==> src/rtl/cbs_pkg.sv <==
// Package with shared constants of the B-spline evaluator.
`default_nettype none
package cbs_pkg;
	localparam int MAX_POINTS_DEF  = 1024;
	localparam int COORD_WIDTH_DEF = 32;
	localparam int T_FRAC_BITS_DEF = 16;
	localparam int CNT_W           = 11;
	localparam int T_W             = 17;
	localparam int IDX_W           = 10;
	localparam int IO_W            = 32;

	localparam logic [1:0] FUNC_LOAD  = 2'd0;
	localparam logic [1:0] FUNC_POS   = 2'd1;
	localparam logic [1:0] FUNC_SLOPE = 2'd2;
	localparam logic [1:0] FUNC_NOP   = 2'd3;
endpackage
`default_nettype wire

==> src/rtl/cbs_front.sv <==
// Front end: accepts items, holds off loads and works out the segment and fraction.
`default_nettype none
module cbs_front #(
	parameter int MAX_POINTS  = 1024,
	parameter int T_FRAC_BITS = 16,
	parameter int SEL_W       = $clog2(MAX_POINTS)
) (
	input  wire logic [cbs_pkg::CNT_W-1:0]   cnt_raw,
	input  wire logic                        in_valid,
	output logic                             in_ready,
	input  wire logic [1:0]                  func,
	input  wire logic [cbs_pkg::T_W-1:0]     t_value,
	input  wire logic                        ld_ok,
	output logic                             q_push,
	input  wire logic                        q_full,
	output logic [SEL_W-1:0]                 q_seg,
	output logic [SEL_W-1:0]                 q_last,
	output logic                             q_segn,
	output logic [T_FRAC_BITS-1:0]           q_u,
	output logic                             q_slope
);
	import cbs_pkg::*;
	localparam int NW = SEL_W + 1;
	localparam int SW = T_FRAC_BITS + NW + 1;

	logic [NW-1:0]          n;
	logic [T_FRAC_BITS:0]   t_sat;
	logic [SW-1:0]          s;
	logic                   eval;

	// Clamp the count and the parameter, then scale.
	always_comb begin
		if (cnt_raw == '0)
			n = NW'(1);
		else if (32'(cnt_raw) > MAX_POINTS)
			n = NW'(MAX_POINTS);
		else
			n = NW'(cnt_raw);
		if (32'(t_value) > (32'(1) << T_FRAC_BITS))
			t_sat = (T_FRAC_BITS+1)'(1) << T_FRAC_BITS;
		else
			t_sat = (T_FRAC_BITS+1)'(t_value);
		s = SW'(t_sat) * SW'(n);
	end

	// A load waits until every queued evaluation has read the store.
	assign eval     = (func == FUNC_POS) || (func == FUNC_SLOPE);
	assign in_ready = !q_full && ((func != FUNC_LOAD) || ld_ok);
	assign q_push   = in_valid && in_ready && eval;
	assign q_seg    = SEL_W'(s >> T_FRAC_BITS);
	assign q_segn   = (NW'(s >> T_FRAC_BITS) == n);
	assign q_last   = SEL_W'(n - NW'(1));
	assign q_u      = s[T_FRAC_BITS-1:0];
	assign q_slope  = (func == FUNC_SLOPE);
endmodule
`default_nettype wire

==> config.mk <==
export PLATFORM = sky130hd
export DESIGN_NAME = cbs_front
export DESIGN_NICKNAME = d
export VERILOG_FILES = /design/src/rtl/cbs_pkg.sv /design/src/rtl/cbs_front.sv
export SDC_FILE = /design/constraint.sdc
export NUM_CORES = 1
export LEC_CHECK = 0
export ABC_AREA = 1
export BUFFER_PORTS_ARGS = -buffer_cell sky130_fd_sc_hd__buf_2
export CAP_MARGIN = 40
export CORE_MARGIN = 10
export CORE_UTILIZATION = 62
export DETAILED_ROUTE_END_ITERATION = 10
export PLACE_DENSITY = 0.84
export SYNTH_ARGS = -nofsm -noshare
export SYNTH_HDL_FRONTEND = slang
export SYNTH_SLANG_ARGS = --single-unit
==> constraint.sdc <==
create_clock -name vclk -period 15.6
set_clock_uncertainty 0.15 [all_clocks]
set_input_delay 3.12 -clock vclk [all_inputs]
set_output_delay 3.12 -clock vclk [all_outputs]
set_load 0.01 [all_outputs]
==> results of run 1 <==
## cells in the mapped netlist, drive strengths merged
| cell | instances |
|---|---|
| xor2 | 14 |
| inv | 232 |
| clkbuf | 9 |
| nor4 | 5 |
| fa | 133 |
| xnor2 | 6 |
| o21bai | 3 |
| nand3 | 56 |
| a31oi | 1 |
| nand2 | 294 |
| clkinv | 4 |
| buf | 6 |
| nand2b | 2 |
| a21oi | 20 |
| nand3b | 3 |
| nor2 | 119 |
| nor3 | 5 |
| nand4 | 7 |
| and3 | 1 |
| ha | 66 |
| o21ai | 6 |
## through the flow
step	total power [mW]	hold WS, ns	instances	util [%]
after detailed placement	0.364	6.33	1191	67.3
after floorplan	0.251	6.14	992	-
after global placement	0.361	6.33	1191	67.3
after global routing	0.415	6.35	1191	67.3
after CTS	0.367	6.33	1191	67.3
final	0.369	6.33	1191	67.3
## power groups by stage
stage / logic (mW) / clock network, mW / registers (mW)
after global placement: 0.361 / 0 / 0
after detailed placement: 0.364 / 0 / 0
after CTS: 0.367 / 0 / 0
after global routing: 0.415 / 0 / 0
final: 0.369 / 0 / 0
after floorplan: 0.251 / 0 / 0
## worst paths after layout
path / start / end / slack (ns)
max: cnt_raw[10] / q_segn / 2.65
min: q_full / in_ready / 6.33
## final cells by class
cell class                      count  area (um2)  share of cell area [%]
Inverter                          236         886                    12.2
Multi-Input combinational cell    741        5830                    80.3
Tap cell                          140         175                    2.41
Timing Repair Buffer               74         373                    5.13
## critical path, delay by kind of cell
| kind | cells | cell delay (ns) |
|---|---|---|
| adder cells (fa/ha/maj) | 6 | 2.89 |
| AND/OR/NAND/NOR | 14 | 2.08 |
| buffers and inverters | 7 | 1.58 |
## metal layers
layer	GRT usage, %	wire length (um)	vias to the layer above
li1	-	-	3040
met1	31.9	8020	3141
met2	43.9	9760	320
met3	4.26	1810	48
met4	5.83	514	0
met5	0	0	-
## cell families (layout without fill, tap and decap cells)
group | Yosys count | after routing
fa+ha+maj | 199 | 199
simple gates | 492 | 492
xor+xnor | 20 | 20
buf+inv | 251 | 310
compound gates | 30 | 30
==> summary.txt, run 1 <==
Worst setup path
  • Largest stage delay on the critical path: 0.66 ns
  • WS Path Type: input pin to output pin
  • Startpoint type of the worst setup path: input pin
  • Critical Path AT: 9.68 ns
  • Critical-path top delay cell: inv_1
  • Crit-path most repeated cell: nand2_1
  • Endpoint class of the critical path: output pin
  • CP max FO: 15
  • Req. time, crit path: approximately 12 ns

Place
  • # port buffers: 73
  • HPWL Detailed: 16900 um
  • RePlAce Congestion: 0.991
  • DP Worst Slack: approximately 2.9 ns
  • Post-DP Area: about 7300 um2

GRT
  • Vias in the first global route: between 6000 and 7000
  • Remaining Overflow, GRT: 0
  • Largest net degree at the start of global routing: 19
  • First-pass GRT wire length: 32800 um
  • Initial antenna violation count: 0
  • Tot GR Track Use: 25.2%

Timing
  • Final WS setup: about 2.7 ns
  • Endpoints failing setup: 0
  • Max_slew headroom: 55.4%
  • Fmax: 0.0772 GHz
  • RSZ-0062 raised after global routing: no
  • Tmin final: approximately 13 ns
  • Final Hold Fails: 0
  • Final Cycle Share: slightly above 80%
  • Setup TNS: 0 ns
  • Worst-margin pin slew: 0.668 ns
  • Final max-slew violation count: 0

Detailed routing
  • Iteration count of the initial detailed-routing pass: 5
  • Via count: 6549
  • Via density: 5.50
  • Total Routed Length: around 20000 um
  • DR iter-0 viols: ~590
  • Final antenna-violating net count: 0
  • DRC: 0
  • Routed wire per std cell: 16.9 um

Floorplan
  • Standard-cell row count: 38
  • Die area: approximately 16000 um2
  • I/O Pins: 73
  • Starting Density: 62.8%
  • Core area: 10800 um2
  • Die Height: 125 um
  • Die W: between 100 and 150 um

Logic synthesis
  • Top cells by area, synth: fa_1 (39%), nand2_1 (16%), inv_1 (13%)
  • Synthesized instance count: 992
  • Mean Syn Cell Area: 6.83 um2
  • Xor/xnor share of the synthesized area: around 2.6%
  • Synth area leader: fa_1
  • Yosys warns: 0
  • Synthesized Nets: 1224
  • Post-synth top area share: 39.3%
  • Synth Area in Simple Gates: 29.5%
  • Netlist cell types: 27
  • Fraction of synthesized area in multiplexers: 0%
  • Post-synthesis compound-gate area fraction: ~2.4%
  • Main combinational cell family by area after synthesis: adder cells
  • Cell Area, Synth: 6780 um2
  • Sequential fraction of the synthesis area: 0%
  • Adder and majority cell fraction of the synthesized area: 51.4%

Cells and area
  • Fill cell count: 989
  • Final nets: 1285
  • Diode count: 0
  • Clock buffer count: 0
  • FF+latch count: 0
  • Area delta synth->final: 7.10%
  • FF/Latch Area: 0 um2
  • Final Cell Area: just over 7000 um2
  • Most common cell after layout, fill and taps aside: nand2_1
  • Commonest non-fill, non-tap cells in the layout: nand2_1 (287), inv_1 (228), fa_1 (133)
  • Share of cells above drive strength 1: 8.56%

Clocking
  • Post-CTS Resized: 0
  • Post-CTS Setup Inserts: 0
  • Hold Buf Count CTS: 0

Power
  • Sequential Power Share: 0%
  • Switching share of power: 64.6%
  • Power per cell area: between 50 and 60 nW/um2
  • Cell Int Power: 0.131 mW
  • Max IR drop VDD: 0.0426 mV
  • Combinational Power Share: 100.0%
  • Clock power frac: 0%
  • Leak: 4.23 nW
  • Sw power: 0.238 mW

Hold path
  • Hold Path Class: input pin to output pin
  • Worst hold path stage count: 3

Status
  • Status: finished clean

Flow run
  • # Max-Cap Violations: 0
No activity file was read; power rests on OpenSTA's default activity.
==> run 2: changes to the inputs <==
clock period = 12.6 ns   (was 15.6 ns; I/O delays follow)
==> run 2 against run 1 <==
  * Global-route usage is 1.1 points lower
  * Count of clock-buffer cells in the layout stayed put
  * Final cell count is 0.34% higher
  * Worst hold slack worse by 1.2 ns
  * Largest power group unchanged
  * Highest routed layer unchanged
  * Critical path type unchanged
  * Largest cell class unchanged
==> summary.txt, run 2 (synthesis gave the netlist of run 1 again) <==
Clocking
  • Hold Buf Count CTS: 0 (unchanged)
  • Post-CTS Resized: 0 (unchanged)
  • Post-CTS Setup Inserts: 0 (unchanged)

Floorplan
  • Die area: 15500 um2 (unchanged)
  • Die Height: 125 um (unchanged)
  • Standard-cell row count: 38 (unchanged)
  • Die W: 125 um (unchanged)
  • Core area: 10800 um2 (unchanged)
  • Starting Density: 62.8% (unchanged)
  • I/O Pins: 73 (unchanged)

Cells and area
  • Commonest non-fill, non-tap cells in the layout: nand2_1 (287), inv_1 (228), fa_1 (133)
  • Area of the multi-input gates: 5830 um2 (unchanged)
  • Final nets: 1289 (+0.31%)
  • FF+latch count: 0 (unchanged)
  • Final Cell Area: 7290 um2 (+0.41%)
  • Fill cell count: 973 (-1.6%)
  • Clock buffer count: 0 (unchanged)
  • Area delta synth->final: 7.55%
  • FF/Latch Area: 0 um2 (unchanged)
  • Diode count: 0 (unchanged)
  • Share of cells above drive strength 1: 8.91% (+0.35 points)
  • Most common cell after layout, fill and taps aside: nand2_1

Timing
  • Endpoints failing setup: 0 (unchanged)
  • Final Cycle Share: ~92%
  • Final max-slew violation count: 0 (unchanged)
  • Final Hold Fails: 0 (unchanged)
  • Tmin final: between 10 and 15 ns
  • Fmax: 0.0866 GHz
  • Setup TNS: 0 ns (unchanged)
  • Max_slew headroom: 53.3% (-2.1 points)
  • Worst-margin pin slew: 0.695 ns (+0.0271 ns)
  • RSZ-0062 raised after global routing: no
  • Final WS setup: 1.05 ns (-1.60 ns)

Flow run
  • # Max-Cap Violations: 0 (unchanged)

Place
  • HPWL Detailed: 16500 um (-2.3%)
  • # port buffers: 73 (unchanged)
  • RePlAce Congestion: 1.03 (+3.7%)
  • DP Worst Slack: 1.13 ns (-1.73 ns)
  • Post-DP Area: 7290 um2 (+0.41%)

Detailed routing
  • Total Routed Length: 19000 um (-5.3%)
  • DR iter-0 viols: 526 (-11%)
  • DRC: 0 (unchanged)
  • Via density: 5.38 (-2.2%)
  • Iteration count of the initial detailed-routing pass: 6 (+1)
  • Routed wire per std cell: 15.9 um (-5.6%)
  • Final antenna-violating net count: 0 (unchanged)
  • Via count: 6424 (-1.9%)

Worst setup path
  • WS Path Type: input pin to output pin
  • Largest stage delay on the critical path: 0.60 ns (-0.06 ns)
  • Startpoint type of the worst setup path: input pin
  • Worst path top cell family by delay: adder cells
  • Endpoint class of the critical path: output pin
  • CP max FO: 14 (-1)
  • Critical-path top delay cell: nand2_1
  • Critical Path AT: 8.88 ns (-0.80 ns)
  • Req. time, crit path: 9.93 ns (-2.40 ns)
  • Worst Path Buf+Inv: 8 (+1)
  • Crit-path most repeated cell: nand2_1

GRT
  • GRT met3 Usage: 4.85% (+0.60 points)
  • Tot GR Track Use: 24.2% (-1.1 points)
  • First-pass GRT wire length: 31600 um (-3.4%)
  • Met2 Use GR: 41.0% (-2.9 points)
  • Remaining Overflow, GRT: 0 (unchanged)
  • Initial antenna violation count: 0 (unchanged)
  • Largest net degree at the start of global routing: 19 (unchanged)
  • Met1 usage: 31.2% (-0.65 points)
  • Most used routing layer: met2
  • Vias in the first global route: 6481 (-3.0%)

Power
  • Leak: 4.25 nW (+0.44%)
  • Power per cell area: 61.6 nW/um2 (+21%)
  • Max IR drop VDD: 0.0546 mV (+28%)
  • Total power: 0.449 mW (+22%)

Hold path
  • Hold Path Class: input pin to output pin

Status
  • Status: finished clean
[run 2: cell count changes in the layout (fill, tap and decap cells not counted)]
cell / delta
buf_4: +4
[run 2: area by class of cell]
class | instances | share of cell area (%)
inverters | 236 | 12.1
multi-input cells | 741 | 79.9
well taps | 140 | 2.40
repair buffers | 78 | 5.53
[run 2: final timing paths]
check,start,slack (ns),cells past startpoint,endpoint
setup / recovery,cnt_raw[10],1.05,27,q_segn
hold / removal,q_full,5.13,3,in_ready
[run 2: power breakdown]
group | switching [mW] | leakage [nW] | internal [mW]
Sequential | 0 | 0 | 0
Clock | 0 | 0 | 0
Combinational | 0.287 | 4.25 | 0.162
Total | 0.287 | 4.25 | 0.162
[run 2: through the flow]
step	cells	hold slack [ns]	util [%]
after CTS	1195	5.13	67.6
after global placement	1195	5.13	67.6
after global routing	1195	5.16	67.6
after detailed placement	1195	5.13	67.6
final	1195	5.13	67.6
after floorplan	992	4.94	-
[run 2: layer usage]
layer,wire length (um),up-vias
met5,0,-
met4,359,0
met3,2080,32
met2,9350,312
met1,7250,3032
li1,-,3048
==> run 3: changes to the inputs <==
ABC_CLOCK_PERIOD_IN_PS = 11450   (was unset)
clock period = 11.45 ns   (was 12.6 ns; I/O delays follow)
==> run 3 against run 2 <==
  * Critical path depth rose by 3
  * Core utilization grew 0.89 points
  * Final cell count rose by 1.0%
  * Sequential share of layout area is the same
  * Via count up 3.1%
  * Combinational power up 12%
  * Critical endpoint unchanged
  * Largest power group unchanged
==> summary.txt, run 3 (synthesis gave the netlist of run 1 again) <==
GRT
  • Largest net degree at the start of global routing: 19 (unchanged)
  • Remaining Overflow, GRT: 0 (unchanged)
  • Tot GR Track Use: 25.1% (+0.94 points)
  • First-pass GRT wire length: 32600 um (+3.1%)
  • Vias in the first global route: 6777 (+4.6%)
  • Initial antenna violation count: 0 (unchanged)

Cells and area
  • FF+latch count: 0 (unchanged)
  • Diode count: 0 (unchanged)
  • Share of cells above drive strength 1: 10.0% (+1.1 points)
  • Final nets: 1301 (+0.93%)
  • Commonest non-fill, non-tap cells in the layout: nand2_1 (287), inv_1 (228), fa_1 (133)
  • Most common cell after layout, fill and taps aside: nand2_1
  • Clock buffer count: 0 (unchanged)
  • FF/Latch Area: 0 um2 (unchanged)
  • Area delta synth->final: 8.97%

Detailed routing
  • Via density: 5.49 (+2.0%)
  • Total Routed Length: 20100 um (+5.3%)
  • Final antenna-violating net count: 0 (unchanged)
  • DR iter-0 viols: 560 (+6.5%)
  • Iteration count of the initial detailed-routing pass: 6 (unchanged)
  • Via count: 6621 (+3.1%)
  • Routed wire per std cell: 16.6 um (+4.2%)
  • DRC: 0 (unchanged)

Worst setup path
  • Crit-path most repeated cell: nand2_1
  • Critical Path AT: 8.43 ns (-0.45 ns)
  • CP max FO: 11 (-3)
  • Worst path top cell family by delay: adder cells
  • Worst Setup SP: t_value[3]
  • Endpoint class of the critical path: output pin
  • Worst Path Buf+Inv: 8 (unchanged)
  • Largest stage delay on the critical path: 0.57 ns (-0.03 ns)
  • Critical-path top delay cell: fa_1
  • Startpoint type of the worst setup path: input pin
  • Req. time, crit path: 9.01 ns (-0.92 ns)
  • WS Path Type: input pin to output pin
  • Crit path depth: 30 (+11%)

Timing
  • Max_slew headroom: 53.7% (+0.45 points)
  • Final max-slew violation count: 0 (unchanged)
  • Final Hold Fails: 0 (unchanged)
  • Endpoints failing setup: 0 (unchanged)
  • Worst-margin pin slew: 0.689 ns (-0.00669 ns)
  • Setup TNS: 0 ns (unchanged)
  • Final WS setup: 0.577 ns (-0.477 ns)
  • Tmin final: 10.87 ns
  • RSZ-0062 raised after global routing: no
  • Fmax: 0.0920 GHz
  • Final Cycle Share: 95.0%

Power
  • Max IR drop VDD: 0.0627 mV (+15%)
  • Sequential Power Share: 0% (unchanged)
  • Combinational Power Share: 100.0% (about the same)
  • Leak: 4.31 nW (+1.3%)
  • Clock power frac: 0% (unchanged)
  • Cell Int Power: 0.182 mW (+12%)
  • Power per cell area: 68.1 nW/um2 (+11%)
  • Switching share of power: 63.9% (about the same)
  • Sw power: 0.322 mW (+12%)

Floorplan
  • Standard-cell row count: 38 (unchanged)
  • Starting Density: 62.8% (unchanged)
  • Die area: 15500 um2 (unchanged)
  • I/O Pins: 73 (unchanged)
  • Die Height: 125 um (unchanged)
  • Die W: 125 um (unchanged)
  • Core area: 10800 um2 (unchanged)

Clocking
  • Post-CTS Setup Inserts: 0 (unchanged)

Hold path
  • HP Start: q_full
  • Hold Path Class: input pin to output pin
  • Worst hold path stage count: 3 (unchanged)

Place
  • DP Worst Slack: 0.441 ns (-0.688 ns)
  • HPWL Detailed: 17300 um (+4.8%)
  • # port buffers: 73 (unchanged)
  • RePlAce Congestion: 0.992 (-3.5%)

Status
  • Status: finished clean

Flow run
  • # Max-Cap Violations: 0 (unchanged)
run 3: cell types whose count changed in the layout (fill, tap and decap cells not counted), sizes merged:
cell  change
buf      +12
run 3: power by group through the flow:
stage                     Combinational [mW]  Sequential [mW]  Clock, mW
after floorplan                        0.342                0          0
after global placement                 0.490                0          0
after detailed placement               0.498                0          0
after CTS                              0.501                0          0
after global routing                   0.563                0          0
final                                  0.503                0          0
run 3: cell type report:
cell class,instances,area [um2]
multi-input cells,741,5830
fillers,912,3400
repair buffers,90,493
inverters,236,886
well taps,140,175
run 3: stage by stage:
stage                     instances  util (%)  power (mW)  hold WS (ns)  area [um2]
final                          1207      68.5       0.503          4.67        7390
after CTS                      1207      68.4       0.501          4.67        7380
after detailed placement       1207      68.4       0.498          4.67        7380
after global routing           1207      68.5       0.563          4.70        7390
after global placement         1207      68.4       0.490          4.67        7380
after floorplan                 992         -       0.342          4.48        6780
run 3: worst paths after layout:
check | end | slack, ns
setup / recovery | q_segn | 0.58
hold / removal | in_ready | 4.67
run 3: per-layer routing:
metal / track usage [%] / wire (um) / share of wire [%] / vias to the layer above
li1: - / - / - / 3079
met1: 31.0 / 7580 / 38 / 3100
met2: 43.9 / 9720 / 48 / 373
met3: 4.13 / 1960 / 9.8 / 69
met4: 7.33 / 797 / 4.0 / 0
met5: 0 / 0 / 0 / -
run 3: tightest hold or removal path: cells and delay by family:
family	cells	cell delay, ns
buffers and inverters	2	0.20
AO/OA/AOI/OAI	1	0.04
run 3: what timing repair did:
item,CTS,global route
hold buffers,0,0
resized for setup,0,1
endpoints found under the setup margin,0,1
